$ cat src/hdl/tq_ram.sv
module tq_ram #(
  parameter int unsigned Width = 8,
  parameter int unsigned Depth = 256
) (
  input  logic                     clk_i,
  input  logic                     we_i,
  input  logic [$clog2(Depth)-1:0] waddr_i,
  input  logic [Width-1:0]         wdata_i,
  input  logic [$clog2(Depth)-1:0] raddr_i,
  output logic [Width-1:0]         rdata_o
);
  logic [Width-1:0] mem_q [Depth];

  always_ff @(posedge clk_i) begin
    if (we_i) begin
      mem_q[waddr_i] <= wdata_i;
    end
    rdata_o <= mem_q[raddr_i];
  end
endmodule

$ cat config.mk
export PLATFORM = sky130hd
export DESIGN_NAME = tq_ram
export DESIGN_NICKNAME = d
export VERILOG_FILES = /design/src/hdl/tq_ram.sv
export SDC_FILE = /design/constraint.sdc
export NUM_CORES = 2
export LEC_CHECK = 0
export ABC_AREA = 1
export BUFFER_PORTS_ARGS = -buffer_cell sky130_fd_sc_hd__buf_2
export CORE_AREA = 2 2 492 347
export DETAILED_ROUTE_END_ITERATION = 6
export DIE_AREA = 0 0 494 349
export GPL_ROUTABILITY_DRIVEN = 0
export GPL_TIMING_DRIVEN = 0
export HOLD_SLACK_MARGIN = 0.02
export MAX_ROUTING_LAYER = met4
export PLACE_DENSITY = 0.64
export REMOVE_ABC_BUFFERS = 1
export SLEW_MARGIN = 20
export SYNTH_ARGS = -nofsm -noshare
export SYNTH_HDL_FRONTEND = slang
export SYNTH_SLANG_ARGS = --single-unit
export TNS_END_PERCENT = 30
$ cat constraint.sdc
create_clock -name clk_i -period 2.53 [get_ports clk_i]
set_input_delay 0.506 -clock clk_i [delete_from_list [all_inputs] [get_ports clk_i]]
set_output_delay 0.506 -clock clk_i [all_outputs]
set_load 0.02 [all_outputs]
Word-level counts from Yosys, hierarchy flattened

Memories as Yosys holds them, arrays and structs flattened. A register that Yosys moved wholly into a read port is not among the register bits.
Index checks and enable logic that the tools add are counted.

Muxes and demuxes: 2

Operator list:

| operator         | count |
|---|---|
| 1-bit 2-to-1 mux | 2 |

Register bits after elaboration: 0
Bits in writable memories: 2048
Logic and storage cells: 3
Memories: 1

Memories:

| memory | words | width | rd ports | clocked after memory_dff | write ports | line | RTL |
|---|---|---|---|---|---|---|---|
| mem_q  | 256   | 8     | 1        | 1                        | 1           | 12   | `logic [Width-1:0] mem_q [Depth];` |

Logic depth before layout (Yosys ltp)

Depth after elaboration: 2
Depth in mapped cells: 15
Mapped depth without buffers: 11

Least setup slack after synthesis

OpenSTA, ideal clock, no wires.

Kind: input -> register
Start point: input we_i
End point: memory mem_q[162][0], enable pin
Arrival: 1.627 ns
Required time: 2.160 ns
Setup slack: 0.533 ns
Stages on the path: 4
Buffers on the path: 2
Cells stage by stage: clkbuf_1 nand3_1 clkbuf_1 nor2_1

Longest elaborated chain between the ends: 2

Ends and longest elaborated chain:

| item                                   | line | RTL |
|---|---|---|
| start: declaration                     | 6    | `input logic we_i,` |
| 1-bit 2-to-1 mux                       | 15   | `if (we_i) begin` |
| 1-bit 2-to-1 mux (not written as such) | 16   | `mem_q[waddr_i] <= wdata_i;` |
| end: declaration                       | 12   |  |

Every way passes these cells.

==> metrics <==
# IOs=34; Power Density=743 nW/µm²; Clock Path Buffers=3; CTS root buf=clkbuf_16; worst reg2reg endpoint=rdata_o[4]; failing checks=setup timing; syn avg cell area=roughly 12 µm²; CTS buffer count=186; WL final=236000 µm; endpoints failing setup=1; area delta synth->final=11.3%; 1st-pass router iterations=7; synth warn=0; Peak VDD IR=0.000540 V; initial antenna violation count=9; Post-synth ARST share=0; achievable clock frequency=slightly below 400 MHz; Synth Flop Type=edfxtp_1; CP Capture Type=flip-flop; gr usage total=0.278; drt drc=0; worst hold margin=0.0949 ns; Via density=5.95; Initial Util=0.497; EDFF count, synth=2048; data required time of the critical path=3.22 ns; top-count cell post-synth=nand2_1; post-synth top area cell=edfxtp_1; crit-path max FO=36; Final min period=2.54 ns; clock latency on the worst-skew pair=0.84 ns; Unique masters post-synth=14; actual slew at the worst max-slew pin=1.15 ns; fin. max-slew vios=0; post-synth top area share=0.737; maxcap violations=0; Core Area=roughly 170000 µm²; pin count of the biggest net entering global routing=121; fraction of layout cells with a size suffix above 1=0.0615; crit start category=input port; CP arrival=3.23 ns; CTS sink count=~2.1k; Final Util=0.553; r2r setup slk=0.53 ns; vias in the first global route=50.5k; drt first-iter violations=7282; # H-tree levels=4; ANT nets after route=0; leakage dissipation=around 0.032 µW; Clock transition at path regs=approximately 0.060 ns; Fin. Hold Viols=0; die area=172000 µm²; critical path class=in2reg; height of the die=349 µm; Worst Skew=0.0251 ns; Mapped Area=83400 µm²; status=finished with violations; die width=494 µm; CTS tree=built; flops & latches, synth=just over 2k; WL per Instance=between 20 and 30 µm; PnR worst setup slack=-0.00555 ns; Tcrit/Tclk final=1.00; gr ovfl total=0; global-route wire length before repair=342000 µm; Worst slew margin=0.232; nets=6873; Worst Hold Class=in2reg; Vias=~55k; port bufs=33; synth top area cells=edfxtp_1, nand3_1, nand2_1; crit path launch=raddr_i[1]; number of placement rows=126; Critical Path Sink=rdata_o[5]; dpl hpwl=around 130000 µm; top post-synthesis cells by count=nand2_1, edfxtp_1, nand3_1, nor2_1, buf_2; register area share after synthesis=0.739; synthesized instance count=roughly 7k; RSZ-0062 raised after global routing=false; worst r2r src=mem_q[137][4]; R2R cell count=10
cells by family after synthesis:
family | count (synthesis) | synth area share
AND/OR/NAND/NOR | 4425 | 0.229
flip-flops | 2056 | 0.739
buffers and inverters | 522 | 0.0312
per-stage QoR:
stage / TNS (ns) / setup WS, ns / power [µW] / std cells / cell area (µm²)
CTS: 0 / 0.0149 / 69000 / 9225 / 92500
floorplan: -28.95 / -3.63 / 40300 / 6520 / 80900
detailed placement: -478.37 / -2.05 / 42500 / 8856 / 85800
finish: -0.00555 / -0.00555 / 69000 / 9237 / 92800
global route: 0 / 0.0139 / 70800 / 9235 / 92800
global placement: -7359.96 / -58.12 / 43200 / 8793 / 83900
sequential cells by signal, indices dropped and copies added, names as in the netlist:
| name | cells |
|---|---|
| mem_q | 2048 |
| rdata_o | 8 |
per-layer routing:
metal  part of all wire  track usage  vias up
met2               0.43        0.385     2962
met5                  0            -        -
met4              0.028       0.0828        0
met3               0.12       0.0648      415
met1               0.42        0.408    27000
li1                   -            -    24600
layout by cell type (no fill, tap or decap), types with 2 or more instances in the layout:
master         n
buf_16        63
edfxtp_1    2048
clkinv_1      45
clkinvlp_4     2
buf_8          9
nand3_4        2
clkbuf_16    200
inv_8          3
buf_2         20
bufinv_16      3
inv_6          7
nand3_1     1982
nand2_4        2
nor2_1       283
clkbuf_1      56
buf_12         8
diode_2        5
inv_1         33
bufbuf_16     27
clkinv_2      26
dfxtp_1        8
buf_4          3
nand2_2       15
nand3_2       35
nand2_1     2106
worst min-delay path by stage:
stage | startpoint | to | slack, ns | cells after the start
final | wdata_i[3] | mem_q[101][3] | 0.09 | 1
after global routing | wdata_i[6] | mem_q[102][6] | 0.11 | 1
after CTS | wdata_i[6] | mem_q[251][6] | 0.07 | 1
after detailed placement | raddr_i[7] | rdata_o[6] | 0.91 | 3
after global placement | raddr_i[7] | rdata_o[7] | 0.92 | 3
after floorplan | wdata_i[0] | mem_q[0][0] | 0.60 | 0
where the power goes:
part	leakage (µW)	switching (µW)	internal (µW)
registers	0.0185	19.6	37500
clock network	0.00271	12400	14300
logic	0.0109	3470	1270
total	0.0320	15900	53100
what timing repair did:
item,CTS,global route
endpoints found under the setup margin,8,8
hold buffers,1,0
gates cloned,33,7
setup buffers,2,0
endpoints found under the hold margin,1,0
pin swaps,0,1
gates resized for setup,31,21
critical path: stages:
cell	delay [ns]
buf_16	0.16
buf_16	0.19
inv_8	0.14
buf_16	0.14
buf_16	0.18
buf_16	0.21
buf_16	0.22
nand3_1	0.11
nand3_1	0.15
nand3_1	0.15
nand3_4	0.21
nand3_1	0.13
nand3_2	0.20
nand2_1	0.14
nand2_1	0.10
nand2_1	0.10
cell type report:
cell class	count	area [µm²]
Multi-Input combinational cell	4425	19400
Timing Repair inverter	2	20.0
Antenna cell	5	12.5
Clock inverter	83	473
Clock buffer	250	5060
Timing Repair Buffer	137	3190
Tap cell	2240	2800
Fill cell	13700	74900
Inverter	39	206
Sequential cell	2056	61700
No activity file was read; power rests on OpenSTA's default activity.
