===== config.mk =====
export PLATFORM = sky130hd
export DESIGN_NAME = tq_ctrl_flat
export DESIGN_NICKNAME = d
export VERILOG_FILES = /design/src/hdl/tq_pkg.sv /design/src/hdl/tq_req_if.sv /design/src/hdl/tq_rsp_if.sv /design/src/hdl/tq_ctrl.sv /design/src/flat_wrapper.sv
export SDC_FILE = /design/constraint.sdc
export NUM_CORES = 1
export LEC_CHECK = 0
export BUFFER_PORTS_ARGS = -buffer_cell sky130_fd_sc_hd__buf_2
export CAP_MARGIN = 20
export CORE_MARGIN = 10
export CORE_UTILIZATION = 59
export CTS_CLUSTER_SIZE = 12
export DETAILED_ROUTE_END_ITERATION = 10
export PLACE_DENSITY_LB_ADDON = 0.25
export RECOVER_POWER = 50
export SLEW_MARGIN = 15
export SYNTH_ARGS = -nofsm -noshare
export SYNTH_HDL_FRONTEND = slang
export SYNTH_SLANG_ARGS = --single-unit

===== constraint.sdc =====
create_clock -name clk_i -period 6.18 [get_ports clk_i]
set_clock_uncertainty 0.05 [all_clocks]
set_input_delay 0.927 -clock clk_i [delete_from_list [all_inputs] [get_ports clk_i]]
set_output_delay 0.927 -clock clk_i [all_outputs]
set_load 0.02 [all_outputs]

===== src/hdl/tq_pkg.sv =====
package tq_pkg;

  localparam int unsigned DefCapacity = 256;

  localparam int unsigned FuncW  = 3;
  localparam int unsigned ByteW  = 8;
  localparam int unsigned StatW  = 2;
  localparam int unsigned EntryW = 2 * ByteW;

  typedef enum logic [FuncW-1:0] {
    FnInsert = 3'd0,
    FnPop    = 3'd1,
    FnRemove = 3'd2,
    FnLookup = 3'd3,
    FnClear  = 3'd4
  } func_e;

  typedef enum logic [StatW-1:0] {
    StOk   = 2'd0,
    StMiss = 2'd1,
    StFull = 2'd2
  } status_e;

  typedef struct packed {
    logic [FuncW-1:0] func;
    logic [ByteW-1:0] item_value;
    logic [ByteW-1:0] item_tag;
  } req_t;

  typedef struct packed {
    logic [StatW-1:0] status;
    logic [ByteW-1:0] result_value;
    logic [ByteW-1:0] assigned_tag;
  } rsp_t;

endpackage


===== src/hdl/tq_req_if.sv =====
interface tq_req_if;
  import tq_pkg::*;
  logic valid;
  logic ready;
  req_t data;
  modport source (output valid, output data, input ready);
  modport sink (input valid, input data, output ready);
endinterface


===== src/hdl/tq_rsp_if.sv =====
interface tq_rsp_if;
  import tq_pkg::*;
  logic valid;
  logic ready;
  rsp_t data;
  modport source (output valid, output data, input ready);
  modport sink (input valid, input data, output ready);
endinterface


===== src/hdl/tq_ctrl.sv =====
module tq_ctrl #(
  parameter int unsigned Capacity = tq_pkg::DefCapacity
) (
  input  logic                                            clk_i,
  input  logic                                            rst_ni,
  tq_req_if.sink                                          req,
  tq_rsp_if.source                                        rsp,
  output logic                                            mem_we_o,
  output logic [((Capacity > 1) ? $clog2(Capacity) : 1)-1:0] mem_waddr_o,
  output logic [tq_pkg::EntryW-1:0]                       mem_wdata_o,
  output logic [((Capacity > 1) ? $clog2(Capacity) : 1)-1:0] mem_raddr_o,
  input  logic [tq_pkg::EntryW-1:0]                       mem_rdata_i
);
  import tq_pkg::*;

  localparam int unsigned AddrW = (Capacity > 1) ? $clog2(Capacity) : 1;
  localparam int unsigned CntW  = $clog2(Capacity + 1);
  localparam logic [CntW-1:0] CapCnt = CntW'(Capacity);

  typedef enum logic [2:0] {
    SIdle, SScan, SShift, SResp
  } state_e;

  state_e state_q;
  logic [CntW-1:0] count_q;
  logic [CntW-1:0] idx_q;
  req_t            req_q;
  rsp_t            rsp_q;
  logic            rd_pend_q;

  logic [ByteW-1:0] rd_val, rd_tag;
  assign rd_val = mem_rdata_i[EntryW-1:ByteW];
  assign rd_tag = mem_rdata_i[ByteW-1:0];

  assign req.ready = (state_q == SIdle);
  assign rsp.valid = (state_q == SResp);
  assign rsp.data  = rsp_q;

  // read address: entry idx in scan and in shift
  logic [CntW-1:0] rd_idx;
  always_comb begin
    rd_idx = idx_q;
    if (state_q == SIdle) rd_idx = '0;
  end
  assign mem_raddr_o = rd_idx[AddrW-1:0];

  always_ff @(posedge clk_i or negedge rst_ni) begin
    if (!rst_ni) begin
      state_q    <= SIdle;
      count_q    <= '0;
      idx_q      <= '0;
      rd_pend_q  <= 1'b0;
      mem_we_o   <= 1'b0;
    end else begin
      mem_we_o <= 1'b0;
      case (state_q)
        SIdle: begin
          if (req.valid) begin
            req_q     <= req.data;
            rsp_q     <= '{status: StMiss, result_value: '0, assigned_tag: '0};
            idx_q     <= '0;
            rd_pend_q <= 1'b0;
            state_q   <= SResp;
            case (req.data.func)
              FnInsert: begin
                if (count_q >= CapCnt) begin
                  rsp_q.status <= StFull;
                end else begin
                  mem_we_o     <= 1'b1;
                  mem_waddr_o  <= count_q[AddrW-1:0];
                  mem_wdata_o  <= {req.data.item_value, ByteW'(count_q)};
                  count_q      <= count_q + 1'b1;
                  rsp_q.status <= StOk;
                  rsp_q.assigned_tag <= ByteW'(count_q);
                end
              end
              FnPop, FnRemove, FnLookup: begin
                if (count_q != '0) state_q <= SScan;
              end
              FnClear: begin
                count_q      <= '0;
                rsp_q.status <= StOk;
              end
              default: ;
            endcase
          end
        end
        SScan: begin
          // read data for entry idx arrives in the cycle after its address is presented
          if (!rd_pend_q) begin
            rd_pend_q <= 1'b1;
          end else begin
            rd_pend_q <= 1'b0;
            if (req_q.func == FnPop || rd_tag == req_q.item_tag) begin
              rsp_q.status <= StOk;
              if (req_q.func != FnRemove) rsp_q.result_value <= rd_val;
              if (req_q.func == FnLookup) begin
                state_q <= SResp;
              end else begin
                idx_q      <= idx_q + 1'b1;
                state_q    <= SShift;
              end
            end else if (idx_q + 1'b1 >= count_q) begin
              state_q <= SResp;
            end else begin
              idx_q <= idx_q + 1'b1;
            end
          end
        end
        SShift: begin
          // move entry idx down to idx-1 until the tail
          if (idx_q >= count_q) begin
            count_q <= count_q - 1'b1;
            state_q <= SResp;
          end else if (!rd_pend_q) begin
            rd_pend_q <= 1'b1;
          end else begin
            rd_pend_q   <= 1'b0;
            mem_we_o    <= 1'b1;
            mem_waddr_o <= AddrW'(idx_q - 1'b1);
            mem_wdata_o <= mem_rdata_i;
            idx_q       <= idx_q + 1'b1;
          end
        end
        SResp: begin
          if (rsp.ready) state_q <= SIdle;
        end
        default: state_q <= SIdle;
      endcase
    end
  end
endmodule


===== src/flat_wrapper.sv =====
// flat-port wrapper written by rule: the top's interface ports become plain ports
module tq_ctrl_flat import tq_pkg::*;
#(
  parameter int unsigned Capacity = tq_pkg::DefCapacity
)
  (clk_i, rst_ni, mem_we_o, mem_waddr_o, mem_wdata_o, mem_raddr_o, mem_rdata_i, req_valid, req_data, req_ready, rsp_valid, rsp_data, rsp_ready);
  tq_req_if req_i ();
  tq_rsp_if rsp_i ();
  input  logic clk_i;
  input  logic rst_ni;
  output logic mem_we_o;
  output logic [((Capacity > 1) ? $clog2(Capacity) : 1)-1:0] mem_waddr_o;
  output logic [tq_pkg::EntryW-1:0] mem_wdata_o;
  output logic [((Capacity > 1) ? $clog2(Capacity) : 1)-1:0] mem_raddr_o;
  input  logic [tq_pkg::EntryW-1:0] mem_rdata_i;
  input wire logic [$bits(req_i.valid)-1:0] req_valid;
  input wire logic [$bits(req_i.data)-1:0] req_data;
  output wire logic [$bits(req_i.ready)-1:0] req_ready;
  output wire logic [$bits(rsp_i.valid)-1:0] rsp_valid;
  output wire logic [$bits(rsp_i.data)-1:0] rsp_data;
  input wire logic [$bits(rsp_i.ready)-1:0] rsp_ready;
  assign req_i.valid = req_valid;
  assign req_i.data = req_data;
  assign req_ready = req_i.ready;
  assign rsp_valid = rsp_i.valid;
  assign rsp_data = rsp_i.data;
  assign rsp_i.ready = rsp_ready;
  tq_ctrl #(.Capacity(Capacity)) u_core (.clk_i(clk_i), .rst_ni(rst_ni), .req(req_i), .rsp(rsp_i), .mem_we_o(mem_we_o), .mem_waddr_o(mem_waddr_o), .mem_wdata_o(mem_wdata_o), .mem_raddr_o(mem_raddr_o), .mem_rdata_i(mem_rdata_i));
endmodule

[After elaboration in Yosys (flattened, before gate mapping)]
Cells that the tools add are included.
Word-level totals
  flip-flop bits (word level): 76
  input port bits: 39
  output and inout port bits: 53
  logic and storage cells: 118
Operators by class
  add/sub/neg operators: 4
  $lt $le $gt $ge: 3
  eq/ne operators: 26
  muxes and demuxes: 55
  bitwise gates (word level): 1
  reduce and logical (&&, ||, !) cells: 17
Operator list (number)
  $mux 9: 10
  $mux 16: 5
  $mux 8: 9
  $pmux 9 s2: 2
  $pmux 16 s2: 1
  $pmux 9 s3: 1
  $mux 3: 7
  $mux 10: 2
  $pmux 10 s2: 1
  $add 9x1->9 const B: 2
  $ge 9x9->1: 2
  $mux 18: 1
  $pmux 8 s2: 1
  $eq 3x2->1 const B: 5
  $reduce_and 5->1: 3
  $ne 2x1->1 const B: 7
  $reduce_and 7->1: 2
  $pmux 3 s4: 1
  $eq 3x1->1 const B: 3
  $ge 9x9->1 const B: 1
  $mux 1: 9
  $reduce_bool 9->1: 1
  $sub 9x1->9 const B: 1
  $eq 8x8->1: 1
  other kinds (19): 28

[Longest topological paths before layout]
  word-level depth: 6
  mapped depth: 13
  depth with buffers taken out: 11

[Worst setup path before layout]
OpenSTA, ideal clock, no wires.
  kind: flip-flop to flip-flop
  start: reg u_core.count_q[6]
  end: reg u_core.mem_waddr_o[0] (netlist name) (enable)
  setup time: 440 ps
  data arrival time: 3390 ps
  data required time: 5690 ps
  setup slack: 2299 ps
  cell stages (with the launch flop): 9
  path buffers: 1
  clock period less this slack: 3881 ps
  cell sequence: dfrtp_1 -> clkbuf_1 -> inv_1 -> ha_1 -> a21oi_1 -> o21ai_1 -> o21ai_1 -> o21ai_0 -> nor3b_1
On the way
  word-level cells in the longest chain between the ends: 3
  elaborated cells between the ends (all ways): 5
  those cells by class: order compare (2); eq/ne (2); reduce/logical (1)
RTL lines
  from (decl): line tq_ctrl.sv:25  | logic [CntW-1:0] count_q;
  from (signal assigned): line tq_ctrl.sv:72  | count_q <= count_q + 1'b1;
  from (signal assigned): line tq_ctrl.sv:113  | count_q <= count_q - 1'b1;
  $ge 9x9->1 (on tied branches): line tq_ctrl.sv:66, tq_ctrl.sv:112
  $ne 2x2->1 (no source line)
  $reduce_and 7->1 (no source line) (*)
  to (signal assigned): line tq_ctrl.sv:70  | mem_waddr_o <= count_q[AddrW-1:0];
  to (signal assigned): line tq_ctrl.sv:120  | mem_waddr_o <= AddrW'(idx_q - 1'b1);
  to (decl): line tq_ctrl.sv:9  | output logic [((Capacity > 1) ? $clog2(Capacity) : 1)-1:0] mem_waddr_o,
Mark *: on every way between the ends. The rest lies on a longest branch, timed or not.
A chain may end at the register's enable or synchronous reset.

[Worst setup path after layout]
  start: reg u_core.state_q[0]
  end: reg u_core.count_q[6]
On the way
  word-level cells in the longest chain between the ends: 3
  elaborated cells between the ends (all ways): 9
  those cells by class: eq/ne (5); mux (1); reduce/logical (3)
RTL lines
  from (decl): line tq_ctrl.sv:24  | state_e state_q;
  from (signal assigned): line tq_ctrl.sv:49  | state_q <= SIdle;
  from (signal assigned): line tq_ctrl.sv:63  | state_q <= SResp;
  from (signal assigned): line tq_ctrl.sv:78  | if (count_q != '0) state_q <= SScan;
  $eq 3x2->1 or $logic_not 3->1 (tied branches): line tq_ctrl.sv:56  | case (state_q)
  $ne 2x1->1 (no source line) (tied with other cells)
  $reduce_and 5->1 (no source line)
Parallel ways exist; a longest one is shown, timed or not.

==> results_tabular.tex <==
\begin{tabular}{lr}
\hline
Metric & Value \\
\hline
\multicolumn{2}{l}{\textbf{Outcome}} \\
Result of the run & complete, but fails checks \\
Violated checks & max-capacitance violations, max-slew violations \\
\multicolumn{2}{l}{\textbf{CTS}} \\
Cts repair resizes & 0 \\
CTS root buf & sky130\_fd\_sc\_hd\_\_clkbuf\_8 \\
Number of buffers added by the clock tree synthesis step & 9 \\
Number of hold buffers added after cts & 0 \\
Post-CTS Setup Repair Bufs & 0 \\
Clock tree from TritonCTS & done \\
Clk buf depth & 2 \\
CTS clk-pin slew, worst paths & 80 ps \\
Total number of clock tree sinks & 75 \\
Number of levels in the clock H-tree & 3 \\
Clock latency on the worst-skew pair & 370 ps \\
\multicolumn{2}{l}{\textbf{Timing}} \\
Final setup violation count & 0 \\
Slew margin rel. & -41.6\% \\
Period utilization & 66.9\% \\
Final worst slack & 2050 ps \\
Maximum operating frequency & 242 MHz \\
Setup TNS after final layout & 0 ps \\
Final Hold Fails & 0 \\
Worst Max-Slew Pin Slew & 2120 ps \\
Final Slew Violations & 54 \\
Setup repair after global routing missed its margin & false \\
Final critical delay including setup and external delays & 4130 ps \\
\multicolumn{2}{l}{\textbf{Pwr}} \\
Portion of total power attributed to combinational logic & 44.1\% \\
Reported leakage power & 2.06 nW \\
Switching part of the total & 41.5\% \\
Sum of internal, switching and leakage power & 2.24 mW \\
Internal portion of total power & 1.31 mW \\
Power density relative to cell area & 447 mW/mm² \\
Power share of the clock group & 20.6\% \\
Switching power summed over all nets & 0.928 mW \\
Sequential share of power & 35.3\% \\
Worst voltage drop across the vdd grid & 0.251 mV \\
\multicolumn{2}{l}{\textbf{Placed design}} \\
Gp weighted congestion & 0.897 \\
Setup Slack @ Placement & 3100 ps \\
Number of buffers added on ports & 91 \\
Detailed-placement wirelength estimate & 7.90 mm \\
Placed Instance Area & 0.00481 mm² \\
\multicolumn{2}{l}{\textbf{Worst setup path}} \\
Max Fanout on Critical Path & 53 \\
Cell Chain, Critical Path & inv\_1, ha\_1, clkbuf\_1, inv\_1, o31ai\_1, buf\_2, o32a\_1, o211ai\_1 \\
Arrival time of data at the critical path endpoint & 4320 ps \\
Cell family with the largest share of critical-path delay & buffers and inverters \\
Cell at the slowest stage of the critical path & sky130\_fd\_sc\_hd\_\_clkbuf\_1 \\
Required time of the worst setup path & 6360 ps \\
Cell type with the highest occurrence count on the critical path & sky130\_fd\_sc\_hd\_\_inv\_1 \\
Worst path buffer plus inverter count & 4 \\
Crit path largest cell delay & 1510 ps \\
Worst Setup Path Type & reg2reg \\
Kind of capture point of the worst setup path & flip-flop \\
Crit start category & flip-flop \\
\multicolumn{2}{l}{\textbf{Synthesis}} \\
Post-synthesis net count & 468 \\
Main flop type after synthesis & sky130\_fd\_sc\_hd\_\_edfxtp\_1 \\
Post-synthesis async set-or-reset flop share & 29.3\% \\
Number of synthesized flops with an enable pin & 53 \\
Gate count after technology mapping & 403 \\
Mean instance size in the synthesized netlist & 10.7 µm² \\
Synth Cell Area & 0.00429 mm² \\
Yosys warns & 0 \\
Post-synthesis cell type count & 56 \\
Post-synthesis register bit count & 75 \\
Share of the yosys chip area belonging to registers & 49.9\% \\
\multicolumn{2}{l}{\textbf{Finish}} \\
Area of all placed cells without fillers & 0.00500 mm² \\
Count of filler cells inserted in the layout & 525 \\
ANT cells & 0 \\
Register area & 0.00214 mm² \\
Core utilization of the finished layout & 69.7\% \\
Proportion of layout cells with a drive suffix above 1 & 18.9\% \\
Number of nets in the layout & 553 \\
Highest-count cells in the layout ignoring fill and taps & sky130\_fd\_sc\_hd\_\_edfxtp\_1, sky130\_fd\_sc\_hd\_\_buf\_2, sky130\_fd\_sc\_hd\_\_clkbuf\_1 \\
Area of the multi-input gates & 0.00200 mm² \\
Most common cell after layout, fill and taps aside & sky130\_fd\_sc\_hd\_\_edfxtp\_1 \\
Area growth from synthesis to layout & 16.4\% \\
\multicolumn{2}{l}{\textbf{Routing}} \\
Post-detailed-route DRC marker count & 0 \\
Antenna-violating nets left & 0 \\
DRT Pass-1 Iters & 5 \\
Routed len/inst & 18.1 µm \\
Iter 0 DRT Violations & 251 \\
Average vias per placed instance & 5.85 \\
DR vias & 3,462 \\
Sum of routed wire length over all layers & 10.7 mm \\
\multicolumn{2}{l}{\textbf{Global route}} \\
Global-route wire length before repair & 17.4 mm \\
Aggregate global-route resource usage & 19.2\% \\
Pin count of the biggest net entering global routing & 54 \\
Vias in the first global route & 3,498 \\
Residual overflow from global routing & 0 \\
Initial antenna violation count & 0 \\
\multicolumn{2}{l}{\textbf{Die}} \\
Std-Cell Core Area & 0.00718 mm² \\
Die X-Extent & 105 µm \\
Site row count & 31 \\
Die Area & 0.0111 mm² \\
Die Height & 105 µm \\
Number of placed I/O pins & 92 \\
Starting density of the core & 59.8\% \\
\multicolumn{2}{l}{\textbf{Hold path}} \\
Classification of the worst-slack hold path & reg2reg \\
\multicolumn{2}{l}{\textbf{Job}} \\
Max-capacitance violation count & 1 \\
\hline
\end{tabular}
registers in the layout, summed over array words and instances, names as in the netlist:
signal,count
u_core.count_q,9
u_core.idx_q,9
u_core.mem_waddr_o,8
u_core.mem_wdata_o,16
u_core.mem_we_o,1
u_core.rd_pend_q,1
u_core.req_q,11
u_core.rsp.data,18
u_core.state_q,2
worst paths after layout:
check                      slack [ps]           endpoint  cells after the start         startpoint
max                              2050  u_core.count_q[6]                      8  u_core.state_q[0]
min                               540  u_core.state_q[0]                      1  u_core.state_q[0]
max reg2reg                      2050  u_core.count_q[6]                      8  u_core.state_q[0]
min reg2reg                       540  u_core.state_q[0]                      1  u_core.state_q[0]
max in group asynchronous        4440    u_core.idx_q[1]                      1             rst_ni
min in group asynchronous         820  u_core.count_q[7]                      1             rst_ni
Yosys cell counts (all sizes together), types with 2 or more instances:
| cell | number | share of area [%] |
|---|---|---|
| and3 | 10 | 1.5 |
| a31oi | 4 | 0.58 |
| nor3b | 2 | 0.35 |
| edfxtp | 53 | 37 |
| a21oi | 23 | 2.9 |
| inv | 18 | 1.6 |
| o211ai | 2 | 0.35 |
| buf | 9 | 1.0 |
| clkbuf | 11 | 0.96 |
| nand3 | 8 | 0.93 |
| a211o | 2 | 0.44 |
| nor2 | 24 | 2.2 |
| o31ai | 10 | 1.7 |
| o21ai | 34 | 4.0 |
| nor2b | 7 | 1.0 |
| o311ai | 3 | 0.61 |
| and4 | 2 | 0.41 |
| ha | 26 | 7.6 |
| nor4 | 4 | 1.0 |
| nand2b | 6 | 0.87 |
| mux2i | 5 | 1.2 |
| a21o | 3 | 0.58 |
| nand4 | 4 | 0.58 |
| nand2 | 38 | 3.3 |
| a32oi | 2 | 0.41 |
| xor2 | 12 | 2.4 |
| xnor2 | 8 | 1.6 |
| nor3 | 6 | 0.82 |
| dfrtp | 22 | 13 |
| and2 | 18 | 2.6 |
| mux2 | 11 | 2.9 |
metrics by stage:
step	cells	hold slack, ps
after CTS	591	513
final	592	536
after detailed placement	575	517
after floorplan	403	475
after global placement	575	501
after global routing	592	572
cells by family (layout without fill, tap and decap cells):
| kind of cell | Yosys count | count (layout) | synth area share, % |
|---|---|---|---|
| buffers and inverters | 38 | 128 | 3.56 |
| flip-flops | 75 | 75 | 49.9 |
| AO/OA/AOI/OAI | 95 | 95 | 14.5 |
| XOR/XNOR | 20 | 20 | 4.08 |
| adder cells (fa/ha/maj) | 26 | 26 | 7.58 |
| multiplexers | 16 | 16 | 4.05 |
| AND/OR/NAND/NOR | 133 | 133 | 16.3 |
layer usage:
metal | vias to the layer above | wire length (µm) | global-route usage, %
met5 | - | 0 | 0
met1 | 1634 | 4390 | 22.1
met2 | 158 | 5210 | 33.1
li1 | 1645 | - | -
met4 | 0 | 244 | 7.75
met3 | 25 | 846 | 5.54
layout make-up:
type	count	area share [%]
multi-input combinational	290	40.1
timing repair buffer	94	8.44
tap	99	2.48
sequential	75	42.9
inverter	18	1.35
clock buffer	10	2.55
clock inverter	6	2.25
power by group through the flow:
stage	sequential (mW)	clock [mW]	combinational (mW)
6_report	0.789	0.460	0.987
5_1_grt	0.802	0.491	1.09
4_1_cts	0.783	0.467	0.987
3_5_place_dp	0.793	0	0.980
3_3_place_gp	0.790	0	0.959
2_1_floorplan	0.821	0	0.689
Power figures use the tool's default switching activity.
